==> src/hrht_pkg.sv <==
package hrht_pkg;

    localparam int MAX_METHOD_LEN = 16;
    localparam int NUM_WORDS      = 4;

    localparam logic [7:0] CH_NUL   = 8'h00;
    localparam logic [7:0] CH_NL    = 8'h0A;
    localparam logic [7:0] CH_SPACE = 8'h20;
    localparam logic [7:0] CH_COLON = 8'h3A;

    typedef enum logic [2:0] {
        PH_METHOD  = 3'd0,
        PH_URI     = 3'd1,
        PH_VERSION = 3'd2,
        PH_NAME    = 3'd3,
        PH_VALUE   = 3'd4,
        PH_BODY    = 3'd5
    } phase_t;

    typedef enum logic [2:0] {
        K_METHOD  = 3'd0,
        K_URI     = 3'd1,
        K_VERSION = 3'd2,
        K_NAME    = 3'd3,
        K_VALUE   = 3'd4,
        K_DELIM   = 3'd5,
        K_BODY    = 3'd6
    } kind_t;

    typedef enum logic [2:0] {
        MC_GET    = 3'd0,
        MC_POST   = 3'd1,
        MC_PUT    = 3'd2,
        MC_DELETE = 3'd3,
        MC_OTHER  = 3'd4
    } method_code_t;

    typedef struct packed {
        logic [7:0] data_byte;
        logic       end_of_message;
    } in_word_t;

    typedef struct packed {
        logic [2:0] field_kind;
        logic [7:0] out_byte;
        logic       field_end;
        logic [2:0] method_code;
        logic       header_error;
        logic       message_end;
    } out_word_t;

    function automatic logic [4:0] word_len(input logic [1:0] k);
        logic [4:0] len;
        case (k)
            2'd0:    len = 5'd3;
            2'd1:    len = 5'd4;
            2'd2:    len = 5'd3;
            2'd3:    len = 5'd6;
            default: len = 5'd0;
        endcase
        return len;
    endfunction

    // Lowercase letters of get, post, put, delete.
    function automatic logic [7:0] word_char(input logic [1:0] k, input logic [4:0] p);
        logic [7:0] c;
        c = 8'h00;
        case (k)
            2'd0: begin
                case (p)
                    5'd0:    c = 8'h67;
                    5'd1:    c = 8'h65;
                    5'd2:    c = 8'h74;
                    default: c = 8'h00;
                endcase
            end
            2'd1: begin
                case (p)
                    5'd0:    c = 8'h70;
                    5'd1:    c = 8'h6F;
                    5'd2:    c = 8'h73;
                    5'd3:    c = 8'h74;
                    default: c = 8'h00;
                endcase
            end
            2'd2: begin
                case (p)
                    5'd0:    c = 8'h70;
                    5'd1:    c = 8'h75;
                    5'd2:    c = 8'h74;
                    default: c = 8'h00;
                endcase
            end
            2'd3: begin
                case (p)
                    5'd0:    c = 8'h64;
                    5'd1:    c = 8'h65;
                    5'd2:    c = 8'h6C;
                    5'd3:    c = 8'h65;
                    5'd4:    c = 8'h74;
                    5'd5:    c = 8'h65;
                    default: c = 8'h00;
                endcase
            end
            default: c = 8'h00;
        endcase
        return c;
    endfunction

endpackage

==> src/http_request_head_tokenizer_core.sv <==
// HTTP request head tokenizer: takes one byte of request text per word and
// returns one tagged word per byte (field kind, the byte, end-of-field mark,
// method code on the byte that ends the method, header error, message end).
// A byte is accepted every cycle while the output is drained; its result
// is captured in the output register on acceptance, and input stalls
// only while that register is full and m_ready is low. Methods get,
// post, put and delete are matched without regard to case; anything else,
// or any method longer than MAX_METHOD_LEN bytes (16 by default), reports
// code 4. A zero byte or the end_of_message bit closes the message and
// returns the parser to reset.
module http_request_head_tokenizer_core #(
    parameter int MAX_METHOD_LEN = hrht_pkg::MAX_METHOD_LEN
) (
    input  logic                aclk,
    input  logic                aresetn,
    input  logic                s_valid,
    output logic                s_ready,
    input  hrht_pkg::in_word_t  s_payload,
    output logic                m_valid,
    input  logic                m_ready,
    output hrht_pkg::out_word_t m_payload
);
    import hrht_pkg::*;

    phase_t     phase_reg, phase_next;
    logic [4:0] mlen_reg, mlen_next;
    logic [3:0] mask_reg, mask_next;
    logic       line_start_reg, line_start_next;
    logic       name_nonempty_reg, name_nonempty_next;

    logic       m_valid_reg;
    out_word_t  out_reg, out_next;

    logic [4:0] mm_len;
    logic [3:0] mm_mask;
    logic [2:0] mm_code;
    logic       accept;
    logic [7:0] b;
    logic       eom;

    assign s_ready   = !m_valid_reg || m_ready;
    assign accept    = s_valid && s_ready;
    assign m_valid   = m_valid_reg;
    assign m_payload = out_reg;
    assign b         = s_payload.data_byte;

    hrht_method_match #(
        .MAX_METHOD_LEN (MAX_METHOD_LEN)
    ) u_method (
        .data_byte   (b),
        .length_cur  (mlen_reg),
        .mask_cur    (mask_reg),
        .length_next (mm_len),
        .mask_next   (mm_mask),
        .method_code (mm_code)
    );

    always_comb begin
        phase_next         = phase_reg;
        mlen_next          = mlen_reg;
        mask_next          = mask_reg;
        line_start_next    = line_start_reg;
        name_nonempty_next = name_nonempty_reg;
        eom                = s_payload.end_of_message;

        out_next.field_kind   = K_DELIM;
        out_next.out_byte     = b;
        out_next.field_end    = 1'b0;
        out_next.method_code  = MC_GET;
        out_next.header_error = 1'b0;
        out_next.message_end  = 1'b0;

        if (b == CH_NUL) begin
            out_next.field_end = 1'b1;
            if (phase_reg == PH_METHOD) begin
                out_next.method_code = mm_code;
            end
            eom = 1'b1;
        end else begin
            case (phase_reg)
                PH_METHOD: begin
                    if (b == CH_SPACE || b == CH_NL) begin
                        out_next.field_end   = 1'b1;
                        out_next.method_code = mm_code;
                        if (b == CH_SPACE) begin
                            phase_next = PH_URI;
                        end else begin
                            phase_next         = PH_NAME;
                            line_start_next    = 1'b1;
                            name_nonempty_next = 1'b0;
                        end
                    end else begin
                        out_next.field_kind = K_METHOD;
                        mlen_next           = mm_len;
                        mask_next           = mm_mask;
                    end
                end
                PH_URI, PH_VERSION: begin
                    if (b == CH_SPACE) begin
                        out_next.field_end = 1'b1;
                        phase_next         = PH_VERSION;
                    end else if (b == CH_NL) begin
                        out_next.field_end = 1'b1;
                        phase_next         = PH_NAME;
                        line_start_next    = 1'b1;
                        name_nonempty_next = 1'b0;
                    end else begin
                        out_next.field_kind = (phase_reg == PH_URI) ? K_URI : K_VERSION;
                    end
                end
                PH_NAME: begin
                    if (b == CH_NL) begin
                        out_next.field_end = 1'b1;
                        if (line_start_reg) begin
                            phase_next      = PH_BODY;
                            line_start_next = 1'b0;
                        end else begin
                            out_next.header_error = name_nonempty_reg;
                            phase_next            = PH_NAME;
                            line_start_next       = 1'b1;
                            name_nonempty_next    = 1'b0;
                        end
                    end else if (b == CH_COLON) begin
                        out_next.field_end = name_nonempty_reg;
                        phase_next         = PH_VALUE;
                        line_start_next    = 1'b0;
                        name_nonempty_next = 1'b0;
                    end else begin
                        out_next.field_kind = K_NAME;
                        line_start_next     = 1'b0;
                        name_nonempty_next  = 1'b1;
                    end
                end
                PH_VALUE: begin
                    if (b == CH_NL) begin
                        out_next.field_end = 1'b1;
                        phase_next         = PH_NAME;
                        line_start_next    = 1'b1;
                        name_nonempty_next = 1'b0;
                    end else begin
                        out_next.field_kind = K_VALUE;
                    end
                end
                default: begin
                    out_next.field_kind = K_BODY;
                end
            endcase
        end

        if (eom) begin
            out_next.message_end = 1'b1;
            phase_next           = PH_METHOD;
            mlen_next            = 5'd0;
            mask_next            = 4'hF;
            line_start_next      = 1'b0;
            name_nonempty_next   = 1'b0;
        end
    end

    always_ff @(posedge aclk) begin
        if (!aresetn) begin
            phase_reg         <= PH_METHOD;
            mlen_reg          <= 5'd0;
            mask_reg          <= 4'hF;
            line_start_reg    <= 1'b0;
            name_nonempty_reg <= 1'b0;
            m_valid_reg       <= 1'b0;
        end else begin
            if (accept) begin
                phase_reg         <= phase_next;
                mlen_reg          <= mlen_next;
                mask_reg          <= mask_next;
                line_start_reg    <= line_start_next;
                name_nonempty_reg <= name_nonempty_next;
                m_valid_reg       <= 1'b1;
            end else if (m_ready) begin
                m_valid_reg <= 1'b0;
            end
        end
    end

    always_ff @(posedge aclk) begin
        if (accept) begin
            out_reg <= out_next;
        end
    end

endmodule

==> src/hrht_method_match.sv <==
module hrht_method_match #(
    parameter int MAX_METHOD_LEN = hrht_pkg::MAX_METHOD_LEN
) (
    input  logic [7:0] data_byte,
    input  logic [4:0] length_cur,
    input  logic [3:0] mask_cur,
    output logic [4:0] length_next,
    output logic [3:0] mask_next,
    output logic [2:0] method_code
);
    import hrht_pkg::*;

    logic [7:0] lower_byte;

    always_comb begin
        if (data_byte >= 8'h41 && data_byte <= 8'h5A) begin
            lower_byte = data_byte + 8'd32;
        end else begin
            lower_byte = data_byte;
        end
    end

    always_comb begin
        mask_next = mask_cur;
        for (int k = 0; k < NUM_WORDS; k++) begin
            if (length_cur >= word_len(2'(k)) ||
                lower_byte != word_char(2'(k), length_cur)) begin
                mask_next[k] = 1'b0;
            end
        end
        length_next = (length_cur == 5'd31) ? length_cur : length_cur + 5'd1;
    end

    // Code of the method seen so far, first matching word wins.
    always_comb begin
        method_code = MC_OTHER;
        if (length_cur <= 5'(MAX_METHOD_LEN)) begin
            for (int k = NUM_WORDS - 1; k >= 0; k--) begin
                if (mask_cur[k] && length_cur == word_len(2'(k))) begin
                    method_code = 3'(k);
                end
            end
        end
    end

endmodule
==> config.mk <==
export PLATFORM = sky130hd
export DESIGN_NAME = http_request_head_tokenizer_core
export DESIGN_NICKNAME = d
export VERILOG_FILES = /design/src/hrht_pkg.sv /design/src/http_request_head_tokenizer_core.sv /design/src/hrht_method_match.sv
export SDC_FILE = /design/constraint.sdc
export NUM_CORES = 1
export LEC_CHECK = 0
export ABC_AREA = 1
export ABC_CLOCK_PERIOD_IN_PS = 3900
export BUFFER_PORTS_ARGS = -buffer_cell sky130_fd_sc_hd__buf_2
export CAP_MARGIN = 25
export CORE_ASPECT_RATIO = 1.1
export CORE_MARGIN = 4
export CORE_UTILIZATION = 63
export CTS_CLUSTER_SIZE = 20
export DETAILED_ROUTE_END_ITERATION = 6
export HOLD_SLACK_MARGIN = 0.03
export PLACE_DENSITY = 0.82
export SYNTH_ARGS = -nofsm -noshare
export SYNTH_HDL_FRONTEND = slang
export SYNTH_SLANG_ARGS = --single-unit
export TNS_END_PERCENT = 100
==> constraint.sdc <==
create_clock -name aclk -period 3.9 [get_ports aclk]
set_input_delay 0.195 -clock aclk [delete_from_list [all_inputs] [get_ports aclk]]
set_output_delay 0.195 -clock aclk [all_outputs]
set_load 0.03 [all_outputs]
======== Word level (Yosys, flattened, before mapping) ========
Index checks and enable logic that the tools add are counted.
word-level totals
  register bits after elaboration ......... 32
  input bits .............................. 13
  output and inout port bits .............. 19
  word-level logic and storage cells ...... 163
operators by class
  $add $sub $neg .......................... 2
  order comparisons ....................... 6
  equal/unequal tests ..................... 28
  muxes and demuxes ....................... 76
  bitwise logic cells ..................... 2
  reductions and logical operators ........ 34
operators by type and width
  cell                                                             number
  2-to-1 mux 3 bit                                                 21
  case mux 7 bit (4 select lines)                                  2
  case mux 7 bit (3 select lines)                                  2
  2-to-1 mux 5 bit                                                 8
  inequality test 8 x 7 -> 1 bit                                   4
  2-to-1 mux 1 bit                                                 30
  AND reduction 5 bit                                              6
  case mux 3 bit (4 select lines)                                  2
  2-to-1 mux 4 bit                                                 5
  equality test 8 x 6 -> 1 bit (second input constant)             2
  equality test 5 bit                                              3
  case mux 1 bit (4 select lines)                                  3
  nonzero test 2 bit                                               6
  equality test 5 x 2 -> 1 bit (second input constant)             2
  equality test 5 x 3 -> 1 bit (second input constant)             2
  >= comparator 5 x 3 -> 1 bit (second input constant)             2
  adder 8 x 6 -> 8 bit (second input constant)                     1
  equality test 8 x 4 -> 1 bit (second input constant)             1
  >= comparator 8 x 7 -> 1 bit (second input constant)             1
  less-or-equal comparator 8 x 7 -> 1 bit (second input constant)  1
  zero test 8 bit                                                  1
  2-to-1 mux 8 bit                                                 1
  inequality test 4 bit (second input constant)                    2
  AND reduction 7 bit                                              1
  23 further kinds                                                 39

======== Longest topological paths before layout ========
  depth after elaboration ................. 12
  depth in mapped cells ................... 15

======== Cells and area by module ========
A second synthesis with hierarchy kept.
unflattened totals
  cell total of the unflattened synthesis .. 367
  area total of the unflattened synthesis .. 2406.1 um^2
by module, submodules not included
  module                            instances  cells each  area an instance (um^2)  seq. area each (um^2)
  http_request_head_tokenizer_core  1          201         1599.0                   810.8
  hrht_method_match                 1          166         807.0                    0.0

======== Worst setup path before layout ========
No wires, ideal clock.
  kind .................................... flip-flop to flip-flop
  start point ............................. register m_valid_reg (netlist: m_valid)
  end point ............................... register mlen_reg[4]
  arrival time ............................ 1904 ps
  data required time ...................... 3781 ps
  slack ................................... 1878 ps
  stages on the path, launching flop included .. 9
  path buffers ............................ 0
  clock period less this slack ............ 2022 ps
  cell sequence ........................... dfxtp_1 nand2_1 nand2_1 inv_1 nand4_2 nand2_4 nand2_1 o21ai_0 nor2_1
between the ends
  cells in the longest elaborated chain, start to end .. 4
ends and longest elaborated chain
  item                           line                                     text
  from (decl)                    http_request_head_tokenizer_core.sv:31   logic m_valid_reg;
  from (signal assigned)         http_request_head_tokenizer_core.sv:167  m_valid_reg <= 1'b0;
  from (signal assigned)         http_request_head_tokenizer_core.sv:175  m_valid_reg <= 1'b1;
  from (signal assigned)         http_request_head_tokenizer_core.sv:177  m_valid_reg <= 1'b0;
  zero test 1 bit                http_request_head_tokenizer_core.sv:41   assign s_ready = !m_valid_reg || m_ready;
  logical OR 1 bit               http_request_head_tokenizer_core.sv:41
  named net s_ready              http_request_head_tokenizer_core.sv:17   output logic s_ready,
  logical AND 1 bit              http_request_head_tokenizer_core.sv:42   assign accept = s_valid && s_ready;
  named net accept               http_request_head_tokenizer_core.sv:37   logic accept;
  AND reduction 5 bit (no line)  --
  to (signal assigned)           http_request_head_tokenizer_core.sv:171  mlen_reg <= mlen_next;
  to (decl)                      http_request_head_tokenizer_core.sv:26   logic [4:0] mlen_reg, mlen_next;
The timed path passes the listed nets, and every way through them passes these cells.
A chain may end at the register's enable or synchronous reset.

======== Worst setup path in the final report ========
  start point ............................. register mlen_reg[1]
  end point ............................... register mask_reg[0]
between the ends
  cells in the longest elaborated chain, start to end .. 6
  elaborated cells on any way between the ends .. 9
  classes of those cells .................. order compare (1); eq/ne (3); mux (1); reduce/logical (4)
ends and longest elaborated chain
  item                                                  line                                     text
  equality test 5 x 2 -> 1 bit (tied with other cells)  hrht_pkg.sv:70                           case (p)
  case mux 7 bit (3 select lines)                       hrht_pkg.sv:70
  inequality test 8 x 7 -> 1 bit                        hrht_method_match.sv:27                  lower_byte != word_char(2'(k), length_cur)) begin
  logical OR 1 bit (*)                                  hrht_method_match.sv:26                  if (length_cur >= word_len(2'(k)) ||
  nonzero test 2 bit (no line) (*)                      --
  AND reduction 5 bit (no line) (*)                     --
  to (signal assigned)                                  http_request_head_tokenizer_core.sv:172  mask_reg <= mask_next;
  to (decl)                                             http_request_head_tokenizer_core.sv:27   logic [3:0] mask_reg, mask_next;
Mark *: on every way between the ends. The rest lies on a longest branch, timed or not.

==> metrics <==
RD Place Congestion 0.931; Synthesized Nets 381; #FFs+latches synth 32; Synth Flop Type edfxtp_1; Pint 656 µW; Setup Crit Path Kind flop to flop; synth top area cells edfxtp_1 20%, nand2_1 16%, dfxtp_1 12%, nand3_1 7.6%, nor2_1 7.2%; # H-tree levels 2; CTS Hold Bufs 0; sw frac 0.396; WHS Endpoint m_payload[13]; Sw Pwr 431 µW; average size of a mapped cell 6.88 µm²; final setup fails 0; die width 68.0 µm; crit path launch type flop; first-pass GRT wire length 9180 µm; Post-Synthesis Cells 362; Hold Path Class input pin to flop; post-detailed-route count of antenna-violating nets 0; sequential share of power 0.386; CTS tree done; Ys Warns 0; largest net degree at the start of global routing 19; area grow syn2layout 11.0%; Post-synth EDFFs 17; final WL 5610 µm; footprint of the multi-input gates 1430 µm²; Root Buffer Master clkbuf_8; HP Start s_payload[8]; period utilization 0.499; port buffer count 31; Synth area leader edfxtp_1; antenna cell count 0; DR vias/cell 5.36; RSZ-0062 raised after global routing false; total clock buffers created by CTS 5; critical path fanouts, max 8; initial drt markers 201; clock sinks 32; post-CTS sizing 0; max-cap violation count 0; Yosys top cell area share 0.205; top cells by count, synth 109 x nand2_1, 48 x nor2_1, 41 x inv_1; grt ovf 0; worst-skew pair later-pin latency 0.28 ns; Largest register FFs 17; Clock Power Share 0.230; setup tns final 0 ns; Sequential Area 811 µm²; die area 5030 µm²; Hold WS 0.110 ns; routed len/inst 12.5 µm; sequential fraction of the synthesis area 0.325; initial antenna violation count 0; worst hold path depth 1; core area 3740 µm²; Max clock buf depth 2; Worst R2R End mask_reg[0]; Synth cell types 34; Fillers 313; vias in the first global route 2061; final net count 416; die height 74.0 µm; Worst VDD drop 0.313 mV; Slew HR 0.500; final clock skew 0.00504 ns; cell area after synthesis 2490 µm²; starting density of the core 0.666; post-detail-place hpwl 4410 µm; Logic pwr share 0.384; Final Hold Vio Count 0; share of cells above drive strength 1 0.196; reg2reg setup slack 1.95 ns; Critical Path Sink Type flop; worst reg2reg startpoint mlen_reg[1]; Req. time, crit path 4.13 ns; # DRC 0; Clock transition at path regs 0.07 ns; total number of vias 2400; Leakage 1.44 nW; worst r2r path cells 13; Arrival @ worst endpoint 2.17 ns; postcts setup bufs 0; PD cells 393 nW/µm²; Least-Margin Pin Slew 0.749 ns; status finished, final reports clean; # rows 23; io pins 32; final slew viol count 0; Peak Freq 0.514 GHz; most frequent cell after synthesis nand2_1; TritonRoute pass-1 iters 6; Final min period 1.95 ns; Post-synth ARST share 0; gr usage total 0.241
[critical path, stage by stage (launching register included)]
cell	delay, ns
dfxtp_1	0.47
inv_1	0.10
ha_1	0.26
nand3_2	0.15
nand2_1	0.13
nor2_2	0.19
inv_2	0.08
nand2_1	0.07
nand2_1	0.06
nor2_2	0.10
nand3_1	0.11
nand2_1	0.07
nand2_1	0.06
nand2_1	0.05
[power by group through the flow]
stage	Combinational, mW	Clock (mW)	Sequential [mW]
floorplan	0.308	0	0.449
global route	0.469	0.271	0.424
global placement	0.406	0	0.426
CTS	0.415	0.255	0.419
finish	0.417	0.249	0.420
detailed placement	0.413	0	0.427
[layout by cell type, fill, tap and decap left out, types with 5 or more instances in the layout]
cell type / synthesis / routed
nand2_1: 109 / 109
nor2_1: 48 / 48
inv_1: 41 / 41
nand3_1: 38 / 38
buf_2: 0 / 31
edfxtp_1: 17 / 17
dfxtp_1: 15 / 15
o21ai_0: 12 / 12
nor2_2: 8 / 8
nand4_1: 8 / 8
a21oi_1: 7 / 7
inv_2: 6 / 6
nand3_2: 6 / 6
ha_1: 6 / 6
clkbuf_8: 0 / 5
[routing by layer]
layer  global-route usage  up-vias  wire [µm]
met5                    0        -          0
met4               0.0773        0        108
met3               0.0453       10        373
met2                0.401       88       2640
met1                0.313     1062       2500
li1                     -     1240          -
[metrics by stage]
| stage | instance area (µm²) | std cells | total power [mW] | setup slack (ns) | utilization |
|---|---|---|---|---|---|
| floorplan | 2490 | 362 | 0.757 | 1.88 | - |
| global placement | 2680 | 440 | 0.832 | 2.04 | 0.717 |
| detailed placement | 2680 | 440 | 0.840 | 1.96 | 0.717 |
| CTS | 2770 | 448 | 1.09 | 1.95 | 0.739 |
| global route | 2770 | 448 | 1.16 | 1.75 | 0.739 |
| finish | 2770 | 448 | 1.09 | 1.95 | 0.739 |
[worst max-delay path by stage]
stage / end / cells past startpoint / startpoint
final: mask_reg[0] / 13 / mlen_reg[1]
after global routing: mask_reg[0] / 13 / mlen_reg[1]
after CTS: mlen_reg[1] / 8 / m_valid
after detailed placement: mlen_reg[1] / 8 / m_valid
after global placement: mlen_reg[4] / 10 / m_ready
after floorplan: mlen_reg[4] / 8 / m_valid
[final cells by class]
type | instances | area share
sequential | 32 | 0.293
tap | 50 | 0.0226
timing repair buffer | 31 | 0.0561
inverter | 52 | 0.0801
multi-input combinational | 275 | 0.518
clock inverter | 2 | 0.00407
clock buffer | 6 | 0.0262
[logic make-up (layout without fill, tap and decap cells)]
| kind of cell | count (synthesis) | count (layout) | synth area share |
|---|---|---|---|
| AOI/OAI and AO/OA | 27 | 27 | 0.0598 |
| xor gates and xnor gates | 4 | 4 | 0.0141 |
| adders and majority gates | 6 | 6 | 0.0301 |
| buffers and inverters | 55 | 91 | 0.0994 |
| DFF | 32 | 32 | 0.325 |
| and+or+nand+nor | 238 | 238 | 0.471 |
Power figures use the tool's default switching activity.
